### src/rtl/skf_pkg.sv
// ----------------------------------------------------------------------------
// skf_pkg
// Shared types and constants for the scalar Kalman smoother.
// ----------------------------------------------------------------------------
`default_nettype none

package skf_pkg;

    localparam int SAMPLE_BITS   = 16;
    localparam int FRACTION_BITS = 16;

    localparam int DATA_W  = 32;
    localparam int GAIN_W  = FRACTION_BITS + 1;
    localparam int DENOM_W = DATA_W + 1;
    localparam int REM_W   = DATA_W + 2;
    localparam int PROD_W  = 2 * DATA_W;
    localparam int CNT_W   = $clog2(FRACTION_BITS + 1);
    localparam int CFG_IDX_W = 2;

    localparam logic [GAIN_W-1:0] GAIN_ONE = GAIN_W'(1) << FRACTION_BITS;
    localparam logic [PROD_W-1:0] HALF_Q   = PROD_W'(1) << (FRACTION_BITS - 1);

    localparam logic [DATA_W-1:0] RESET_MEAS_ERR   = 32'd131072;
    localparam logic [DATA_W-1:0] RESET_EST_ERR    = 32'd131072;
    localparam logic [DATA_W-1:0] RESET_PROC_NOISE = 32'd655;

    // configuration register indexes
    localparam logic [CFG_IDX_W-1:0] CFG_MEAS_ERR     = 2'd0;
    localparam logic [CFG_IDX_W-1:0] CFG_EST_ERR_INIT = 2'd1;
    localparam logic [CFG_IDX_W-1:0] CFG_PROC_NOISE   = 2'd2;

    typedef enum logic [2:0] {
        ST_IDLE,
        ST_DIVIDE,
        ST_MUL_GAIN,
        ST_CHANGE,
        ST_MUL_T1,
        ST_MUL_T2,
        ST_FINISH
    } state_t;

    typedef enum logic [1:0] {
        MUL_NONE,
        MUL_GAIN,
        MUL_T1,
        MUL_T2
    } mul_op_t;

    typedef struct packed {
        logic    load;
        logic    div_step;
        logic    div_first;
        mul_op_t mul_op;
        logic    change_en;
        logic    finish;
    } cmd_t;

    // sample moved to fixed point, saturated to the data width
    function automatic logic [DATA_W-1:0] sample_to_q(input logic [SAMPLE_BITS-1:0] s);
        logic [PROD_W-1:0] w;
        begin
            w = PROD_W'(s) << FRACTION_BITS;
            if (|w[PROD_W-1:DATA_W])
            begin
                sample_to_q = '1;
            end
            else
            begin
                sample_to_q = w[DATA_W-1:0];
            end
        end
    endfunction

endpackage

`default_nettype wire

### src/rtl/skf_ctrl.sv
// ----------------------------------------------------------------------------
// skf_ctrl
// Sequencer: divider steps, shared multiplier passes, result register valid.
// ----------------------------------------------------------------------------
`default_nettype none

module skf_ctrl
    import skf_pkg::*;
(
    input  wire logic clk,
    input  wire logic rst_n,
    input  wire logic in_valid,
    output logic      in_stall,
    output logic      out_valid,
    input  wire logic out_stall,
    output cmd_t      cmd
);

    state_t           state_reg, state_next;
    logic [CNT_W-1:0] cnt_reg, cnt_next;
    logic             out_valid_reg, out_valid_next;

    always_ff @(posedge clk or negedge rst_n)
    begin
        if (!rst_n)
        begin
            state_reg     <= ST_IDLE;
            cnt_reg       <= '0;
            out_valid_reg <= 1'b0;
        end
        else
        begin
            state_reg     <= state_next;
            cnt_reg       <= cnt_next;
            out_valid_reg <= out_valid_next;
        end
    end

    always_comb
    begin
        state_next = state_reg;
        cnt_next   = cnt_reg;
        cmd        = '{load: 1'b0, div_step: 1'b0, div_first: 1'b0, mul_op: MUL_NONE,
                       change_en: 1'b0, finish: 1'b0};
        // result leaves on a transfer
        out_valid_next = out_valid_reg && out_stall;

        unique case (state_reg)
            ST_IDLE:
            begin
                if (in_valid)
                begin
                    cmd.load   = 1'b1;
                    cnt_next   = '0;
                    state_next = ST_DIVIDE;
                end
            end
            ST_DIVIDE:
            begin
                cmd.div_step  = 1'b1;
                cmd.div_first = (cnt_reg == '0);
                if (cnt_reg == CNT_W'(FRACTION_BITS))
                begin
                    state_next = ST_MUL_GAIN;
                end
                else
                begin
                    cnt_next = cnt_reg + CNT_W'(1);
                end
            end
            ST_MUL_GAIN:
            begin
                cmd.mul_op = MUL_GAIN;
                state_next = ST_CHANGE;
            end
            ST_CHANGE:
            begin
                cmd.change_en = 1'b1;
                state_next    = ST_MUL_T1;
            end
            ST_MUL_T1:
            begin
                cmd.mul_op = MUL_T1;
                state_next = ST_MUL_T2;
            end
            ST_MUL_T2:
            begin
                cmd.mul_op = MUL_T2;
                state_next = ST_FINISH;
            end
            ST_FINISH:
            begin
                // wait until the result register is free
                if (!out_valid_reg || !out_stall)
                begin
                    cmd.finish     = 1'b1;
                    out_valid_next = 1'b1;
                    state_next     = ST_IDLE;
                end
            end
            default:
            begin
                state_next = ST_IDLE;
            end
        endcase
    end

    assign in_stall  = (state_reg != ST_IDLE);
    assign out_valid = out_valid_reg;

endmodule

`default_nettype wire

### src/rtl/skf_datapath.sv
// ----------------------------------------------------------------------------
// skf_datapath
// Filter state, configuration registers, restoring divider, shared multiplier
// and the result register.
// ----------------------------------------------------------------------------
`default_nettype none

module skf_datapath
    import skf_pkg::*;
(
    input  wire logic                   clk,
    input  wire logic                   rst_n,
    input  wire cmd_t                   cmd,
    input  wire logic [SAMPLE_BITS-1:0] sample,
    input  wire logic                   cfg_write,
    input  wire logic [CFG_IDX_W-1:0]   cfg_index,
    input  wire logic [DATA_W-1:0]      cfg_data,
    output logic      [DATA_W-1:0]      estimate,
    output logic      [GAIN_W-1:0]      gain,
    output logic      [DATA_W-1:0]      estimate_uncertainty
);

    // state and configuration
    logic [DATA_W-1:0] meas_reg, meas_next;
    logic [DATA_W-1:0] noise_reg, noise_next;
    logic [DATA_W-1:0] last_reg, last_next;
    logic [DATA_W-1:0] err_reg, err_next;

    // per-item working registers
    logic [DENOM_W-1:0] denom_reg;
    logic [REM_W-1:0]   rem_reg;
    logic [GAIN_W-1:0]  quo_reg;
    logic               dir_reg;
    logic [DATA_W-1:0]  mag_reg;
    logic [PROD_W-1:0]  prod_reg;
    logic [DATA_W-1:0]  change_reg;
    logic [DATA_W-1:0]  est_reg;
    logic [DATA_W-1:0]  t1_reg;
    logic [DATA_W-1:0]  est_out_reg;
    logic [GAIN_W-1:0]  gain_out_reg;
    logic [DATA_W-1:0]  unc_out_reg;

    logic [DATA_W-1:0]   sample_q;
    logic                up;
    logic [REM_W-1:0]    trial;
    logic                trial_ge;
    logic [GAIN_W-1:0]   gain_w;
    logic [DATA_W-1:0]   mul_a, mul_b;
    logic [PROD_W-1:0]   product;
    logic [PROD_W-1:0]   rounded;
    logic [PROD_W-1:0]   change_wide;
    logic [DATA_W-1:0]   change_w;
    logic [PROD_W:0]     err_sum;
    logic [DATA_W-1:0]   new_err;

    assign sample_q = sample_to_q(sample);
    assign up       = (sample_q >= last_reg);

    // one quotient bit per step; the first step takes the remainder unshifted
    assign trial    = cmd.div_first ? rem_reg : {rem_reg[REM_W-2:0], 1'b0};
    assign trial_ge = (trial >= REM_W'(denom_reg));

    // both errors zero gives gain zero
    assign gain_w = (denom_reg == '0) ? '0 : quo_reg;

    always_comb
    begin
        unique case (cmd.mul_op)
            MUL_GAIN:
            begin
                mul_a = DATA_W'(gain_w);
                mul_b = mag_reg;
            end
            MUL_T1:
            begin
                mul_a = DATA_W'(GAIN_ONE - gain_w);
                mul_b = err_reg;
            end
            MUL_T2:
            begin
                mul_a = change_reg;
                mul_b = noise_reg;
            end
            default:
            begin
                mul_a = '0;
                mul_b = '0;
            end
        endcase
    end

    assign product = PROD_W'(mul_a) * PROD_W'(mul_b);

    // round half up, never step past the sample
    assign rounded     = prod_reg + HALF_Q;
    assign change_wide = rounded >> FRACTION_BITS;
    assign change_w    = (change_wide > PROD_W'(mag_reg)) ? mag_reg : change_wide[DATA_W-1:0];

    assign err_sum = (PROD_W + 1)'(prod_reg >> FRACTION_BITS) + (PROD_W + 1)'(t1_reg);
    assign new_err = (|err_sum[PROD_W:DATA_W]) ? '1 : err_sum[DATA_W-1:0];

    always_comb
    begin
        meas_next  = meas_reg;
        noise_next = noise_reg;
        last_next  = last_reg;
        err_next   = err_reg;
        if (cmd.finish)
        begin
            last_next = est_reg;
            err_next  = new_err;
        end
        else if (cfg_write)
        begin
            unique case (cfg_index)
                CFG_MEAS_ERR:     meas_next  = cfg_data;
                CFG_EST_ERR_INIT: err_next   = cfg_data;
                CFG_PROC_NOISE:   noise_next = cfg_data;
                default:          ;
            endcase
        end
    end

    always_ff @(posedge clk or negedge rst_n)
    begin
        if (!rst_n)
        begin
            meas_reg  <= RESET_MEAS_ERR;
            noise_reg <= RESET_PROC_NOISE;
            last_reg  <= '0;
            err_reg   <= RESET_EST_ERR;
        end
        else
        begin
            meas_reg  <= meas_next;
            noise_reg <= noise_next;
            last_reg  <= last_next;
            err_reg   <= err_next;
        end
    end

    always_ff @(posedge clk)
    begin
        if (cmd.load)
        begin
            denom_reg <= DENOM_W'(err_reg) + DENOM_W'(meas_reg);
            rem_reg   <= REM_W'(err_reg);
            quo_reg   <= '0;
            dir_reg   <= up;
            mag_reg   <= up ? (sample_q - last_reg) : (last_reg - sample_q);
        end
        if (cmd.div_step)
        begin
            rem_reg <= trial_ge ? (trial - REM_W'(denom_reg)) : trial;
            quo_reg <= {quo_reg[GAIN_W-2:0], trial_ge};
        end
        if (cmd.mul_op != MUL_NONE)
        begin
            prod_reg <= product;
        end
        if (cmd.change_en)
        begin
            change_reg <= change_w;
        end
        if (cmd.mul_op == MUL_T1)
        begin
            est_reg <= dir_reg ? (last_reg + change_reg) : (last_reg - change_reg);
        end
        if (cmd.mul_op == MUL_T2)
        begin
            // product register still holds (1 - gain) * err here
            t1_reg <= prod_reg[FRACTION_BITS +: DATA_W];
        end
        if (cmd.finish)
        begin
            est_out_reg  <= est_reg;
            gain_out_reg <= gain_w;
            unc_out_reg  <= new_err;
        end
    end

    assign estimate             = est_out_reg;
    assign gain                 = gain_out_reg;
    assign estimate_uncertainty = unc_out_reg;

endmodule

`default_nettype wire

### src/rtl/scalar_kalman_smoother.sv
// ----------------------------------------------------------------------------
// scalar_kalman_smoother
// One-dimensional fixed-point Kalman smoother for unsigned sensor samples.
// ----------------------------------------------------------------------------
// Each accepted sample yields one result: the restoring divider forms the gain
// one quotient bit per cycle, then three passes run through the shared 32x32
// multiplier with the rounding of the estimate step between the first two, and
// a last step sums the new error and loads the result register. The next
// sample is taken the cycle after that load; a result left waiting in the
// register holds the following item in its last cycle.
// Estimate and error are Q16.16, gain Q1.16; after reset the stored estimate is
// zero, the running error 2.0, measurement error 2.0 and process noise 655.
// Writing the estimate error register reloads the running error.
`default_nettype none

module scalar_kalman_smoother
    import skf_pkg::*;
(
    input  wire logic                   clk,
    input  wire logic                   rst_n,
    input  wire logic                   in_valid,
    output logic                        in_stall,
    input  wire logic [SAMPLE_BITS-1:0] sample,
    output logic                        out_valid,
    input  wire logic                   out_stall,
    output logic      [DATA_W-1:0]      estimate,
    output logic      [GAIN_W-1:0]      gain,
    output logic      [DATA_W-1:0]      estimate_uncertainty,
    input  wire logic                   cfg_write,
    input  wire logic [CFG_IDX_W-1:0]   cfg_index,
    input  wire logic [DATA_W-1:0]      cfg_data
);

    cmd_t cmd;

    skf_ctrl u_ctrl (
        .clk       (clk),
        .rst_n     (rst_n),
        .in_valid  (in_valid),
        .in_stall  (in_stall),
        .out_valid (out_valid),
        .out_stall (out_stall),
        .cmd       (cmd)
    );

    skf_datapath u_datapath (
        .clk                  (clk),
        .rst_n                (rst_n),
        .cmd                  (cmd),
        .sample               (sample),
        .cfg_write            (cfg_write),
        .cfg_index            (cfg_index),
        .cfg_data             (cfg_data),
        .estimate             (estimate),
        .gain                 (gain),
        .estimate_uncertainty (estimate_uncertainty)
    );

endmodule

`default_nettype wire

### config.mk
export PLATFORM = sky130hd
export DESIGN_NAME = scalar_kalman_smoother
export DESIGN_NICKNAME = d
export VERILOG_FILES = /design/src/rtl/skf_pkg.sv /design/src/rtl/skf_ctrl.sv /design/src/rtl/skf_datapath.sv /design/src/rtl/scalar_kalman_smoother.sv
export SDC_FILE = /design/constraint.sdc
export NUM_CORES = 2
export LEC_CHECK = 0
export BUFFER_PORTS_ARGS = -buffer_cell sky130_fd_sc_hd__buf_2
export CORE_AREA = 2 2 458 460
export CTS_CLUSTER_SIZE = 14
export DETAILED_ROUTE_END_ITERATION = 8
export DIE_AREA = 0 0 460 462
export SYNTH_ARGS = -nofsm -noshare
export SYNTH_HDL_FRONTEND = slang
export SYNTH_HIERARCHICAL = 1
export SYNTH_SLANG_ARGS = --single-unit
export TNS_END_PERCENT = 30
### constraint.sdc
create_clock -name clk -period 13.94 [get_ports clk]
set_input_delay 2.788 -clock clk [delete_from_list [all_inputs] [get_ports clk]]
set_output_delay 2.788 -clock clk [all_outputs]
set_load 0.03 [all_outputs]
==> metrics <==
input/output buffers=137; Synthesis Warnings=6; Post-synth EDFFs=343; area of the multi-input gates=0.0432 mm^2; Post-DP Area=0.0662 mm^2; Worst Path Arrival=12.35 ns; DR DRC count=0; Slew @ Worst Pin=1.51 ns; Chip Width=460 um; post-synth cell types=88; via count=48.8k; synthesis-to-layout area growth=9.77%; Worst R2R Start=u_datapath/denom_reg[24]; Synth Register Bits=480; CTS tree=yes; worst-path maximum fanout=19; via-per-instance ratio=5.20; GRT Resource Usage Total=20.6%; fillers=21.3k; Resized cells post-CTS=0; Final nets=8025; I/O pin cnt=138; CP peak stage delay=1.07 ns; Root Driver=clkbuf_16; number of global-route vias before repair=49.8k; Die Ht=462 um; largest net degree at the start of global routing=123; total die area=0.213 mm^2; core footprint=0.208 mm^2; HPWL after detailed placement=171 mm; RePlAce Congestion=0.978; Antenna Nets Post-Route=0; max_slew headroom=-0.395%; antenna violations before repair=26; reg2reg setup slack=1.97 ns; fin crit share=85.9%; TritonCTS buffer count=55; DRT iter0 DRCs=4804; share of cells above drive strength 1=9.77%; most used cell, CP=fa_1; Routed Wire Length=221 mm; # rows=168; hold endpoint=u_datapath/estimate[3]; DR WL met2=100 mm; Slew Limit Fails=4; WS Path Type=register to register; # setup viols final=0; worst hold start=u_datapath/est_reg[3]; post-route minimum period=11.97 ns; Core Util, Final=32.7%; Setup Buffers After CTS=0; violated checks=max-slew violations; DR WL/cell=23.6 um; met3 wire len=20.8 mm; crit start category=register; sequential area share after synthesis=22.1%; wire length on met1=88.2 mm; hold_buf cts=0; reg2reg path depth=37; Max-cap violations=0; final hold vios=0; Setup Skew=0.0539 ns; Pre-antenna DRT Iters=6; status=complete, but fails checks; grt ovf=0; Critical Path RT=14.32 ns; worst setup margin=1.97 ns; Clock Sinks=480; Clock Path Buffers=3; Post-Syn Area=0.0620 mm^2; setup TNS=0 ns; FF/Latch Area=0.0137 mm^2; RSZ-0062 raised after global routing=false; Clock Latency Late Sink=0.68 ns; max reg flops=49; min-delay worst type=register to register; max frequency=83.5 MHz; Reg clk slew, reported paths=0.06 ns; Net Count, Synth=8002; syn avg cell area=9.41 um^2; initial core utilization=29.8%; Placement Setup Slack=2.21 ns; async set-reset flop share out of synthesis=28.5%; fin area=0.0681 mm^2; Hold Path Cell Cnt=0; CP max stage cell=a22o_1; reg-to-reg endpoint=u_datapath/prod_reg[58]; CP Capture Type=register; Max Used Layer=met5; first-pass GRT wire length=325 mm; Post-Syn Instances=6591; Synth Flop Type=edfxtp_1; H-tree levels=2
## worst max-delay path by stage
stage / startpoint / endpoint / cells after the start
final: u_datapath/denom_reg[24] / u_datapath/prod_reg[58] / 37
after global routing: u_datapath/denom_reg[24] / u_datapath/prod_reg[58] / 37
after CTS: u_datapath/denom_reg[24] / u_datapath/prod_reg[58] / 37
after detailed placement: u_datapath/denom_reg[24] / u_datapath/prod_reg[58] / 37
after global placement: u_datapath/denom_reg[24] / u_datapath/prod_reg[58] / 37
after floorplan: u_ctrl/state_reg[2] / u_datapath/prod_reg[63] / 34
## layout by cell type, fill, tap and decap left out, types with 47 or more instances in the layout
cell / synthesis / layout
ha_1: 456 / 456
a31oi_1: 60 / 60
clkbuf_16: 0 / 56
dfrtp_1: 129 / 129
and2_1: 48 / 47
buf_4: 1 / 128
edfxtp_1: 343 / 343
o21ai_0: 165 / 162
mux2_2: 211 / 211
inv_1: 1099 / 1098
nand4_1: 47 / 47
a21o_1: 136 / 136
nor3_1: 65 / 63
xor2_1: 105 / 105
nand3_1: 67 / 67
buf_2: 19 / 136
nor2_1: 760 / 759
nand2_1: 735 / 735
xnor2_1: 165 / 165
a21oi_1: 248 / 241
fa_1: 900 / 900
## final cells by class
type,instances,area share (%)
tap,2720,5.00
sequential,480,20.2
clock buffer,72,2.26
clock inverter,31,0.535
timing repair buffer,266,2.46
inverter,1101,6.07
antenna,6,0.0220
multi-input combinational,4710,63.5
## critical path: cells and delay by family, from the launching register on
| family | cells | cell delay, ns |
|---|---|---|
| buffers and inverters | 4 | 0.37 |
| XOR/XNOR | 1 | 0.10 |
| AO/OA/AOI/OAI | 16 | 4.63 |
| adder cells (fa/ha/maj) | 10 | 4.60 |
| AND/OR/NAND/NOR | 6 | 1.59 |
| flip-flops | 1 | 0.39 |
## logic make-up (layout without fill, tap and decap cells)
family | Yosys count | count (layout) | share of synthesized area [%]
multiplexers | 249 | 249 | 4.44
other | 0 | 6 | 0
AO/OA/AOI/OAI | 909 | 909 | 9.50
AND/OR/NAND/NOR | 1926 | 1926 | 13.4
adder cells (fa/ha/maj) | 1356 | 1356 | 38.2
XOR/XNOR | 270 | 270 | 3.81
buffers and inverters | 1401 | 1470 | 8.52
flip-flops | 480 | 480 | 22.1
## Yosys cell counts (all sizes together) (8+ instances only)
cell type  instances  share of area (%)
nor2             760                4.6
a211o              8               0.11
nand4             47               0.47
mux2             212                3.8
nor4              19               0.22
fa               900                 29
clkbuf           268                1.6
edfxtp           343                 17
o21bai            25               0.30
nand2b            35               0.35
nor3              65               0.52
mux2i             37               0.60
o21ai            173                1.4
ha               456                9.2
xnor2            165                2.3
buf               32               0.24
and4              14               0.20
nor2b             41               0.41
nand3             67               0.54
or3               19               0.19
a22oi             40               0.48
nand2            735                4.4
o21a              41               0.50
a211oi            26               0.33
a21o             136                1.6
or2               16               0.16
a31oi             60               0.60
o211ai            12               0.16
dfrtp            129                5.2
a22o              43               0.61
and3              26               0.27
dfstp              8               0.34
o31ai             16               0.20
and2              49               0.49
xor2             105                1.5
inv             1101                6.7
a21oi            249                2.0
## layer usage
metal	vias to the layer above	GRT usage [%]
met3	538	4.60
met4	12	9.09
li1	21300	-
met2	2283	33.1
met1	24700	26.5
met5	-	0.905
## stage by stage
step                hold slack (ns)  cells
floorplan                     0.420   6591
finish                        0.450   9386
global placement              0.427   9277
detailed placement            0.430   9277
CTS                           0.451   9380
global route                  0.461   9380
Power is left out: the tool's default activity adds up to more than one toggle a clock period on the data nets, which glitch-free logic cannot reach.
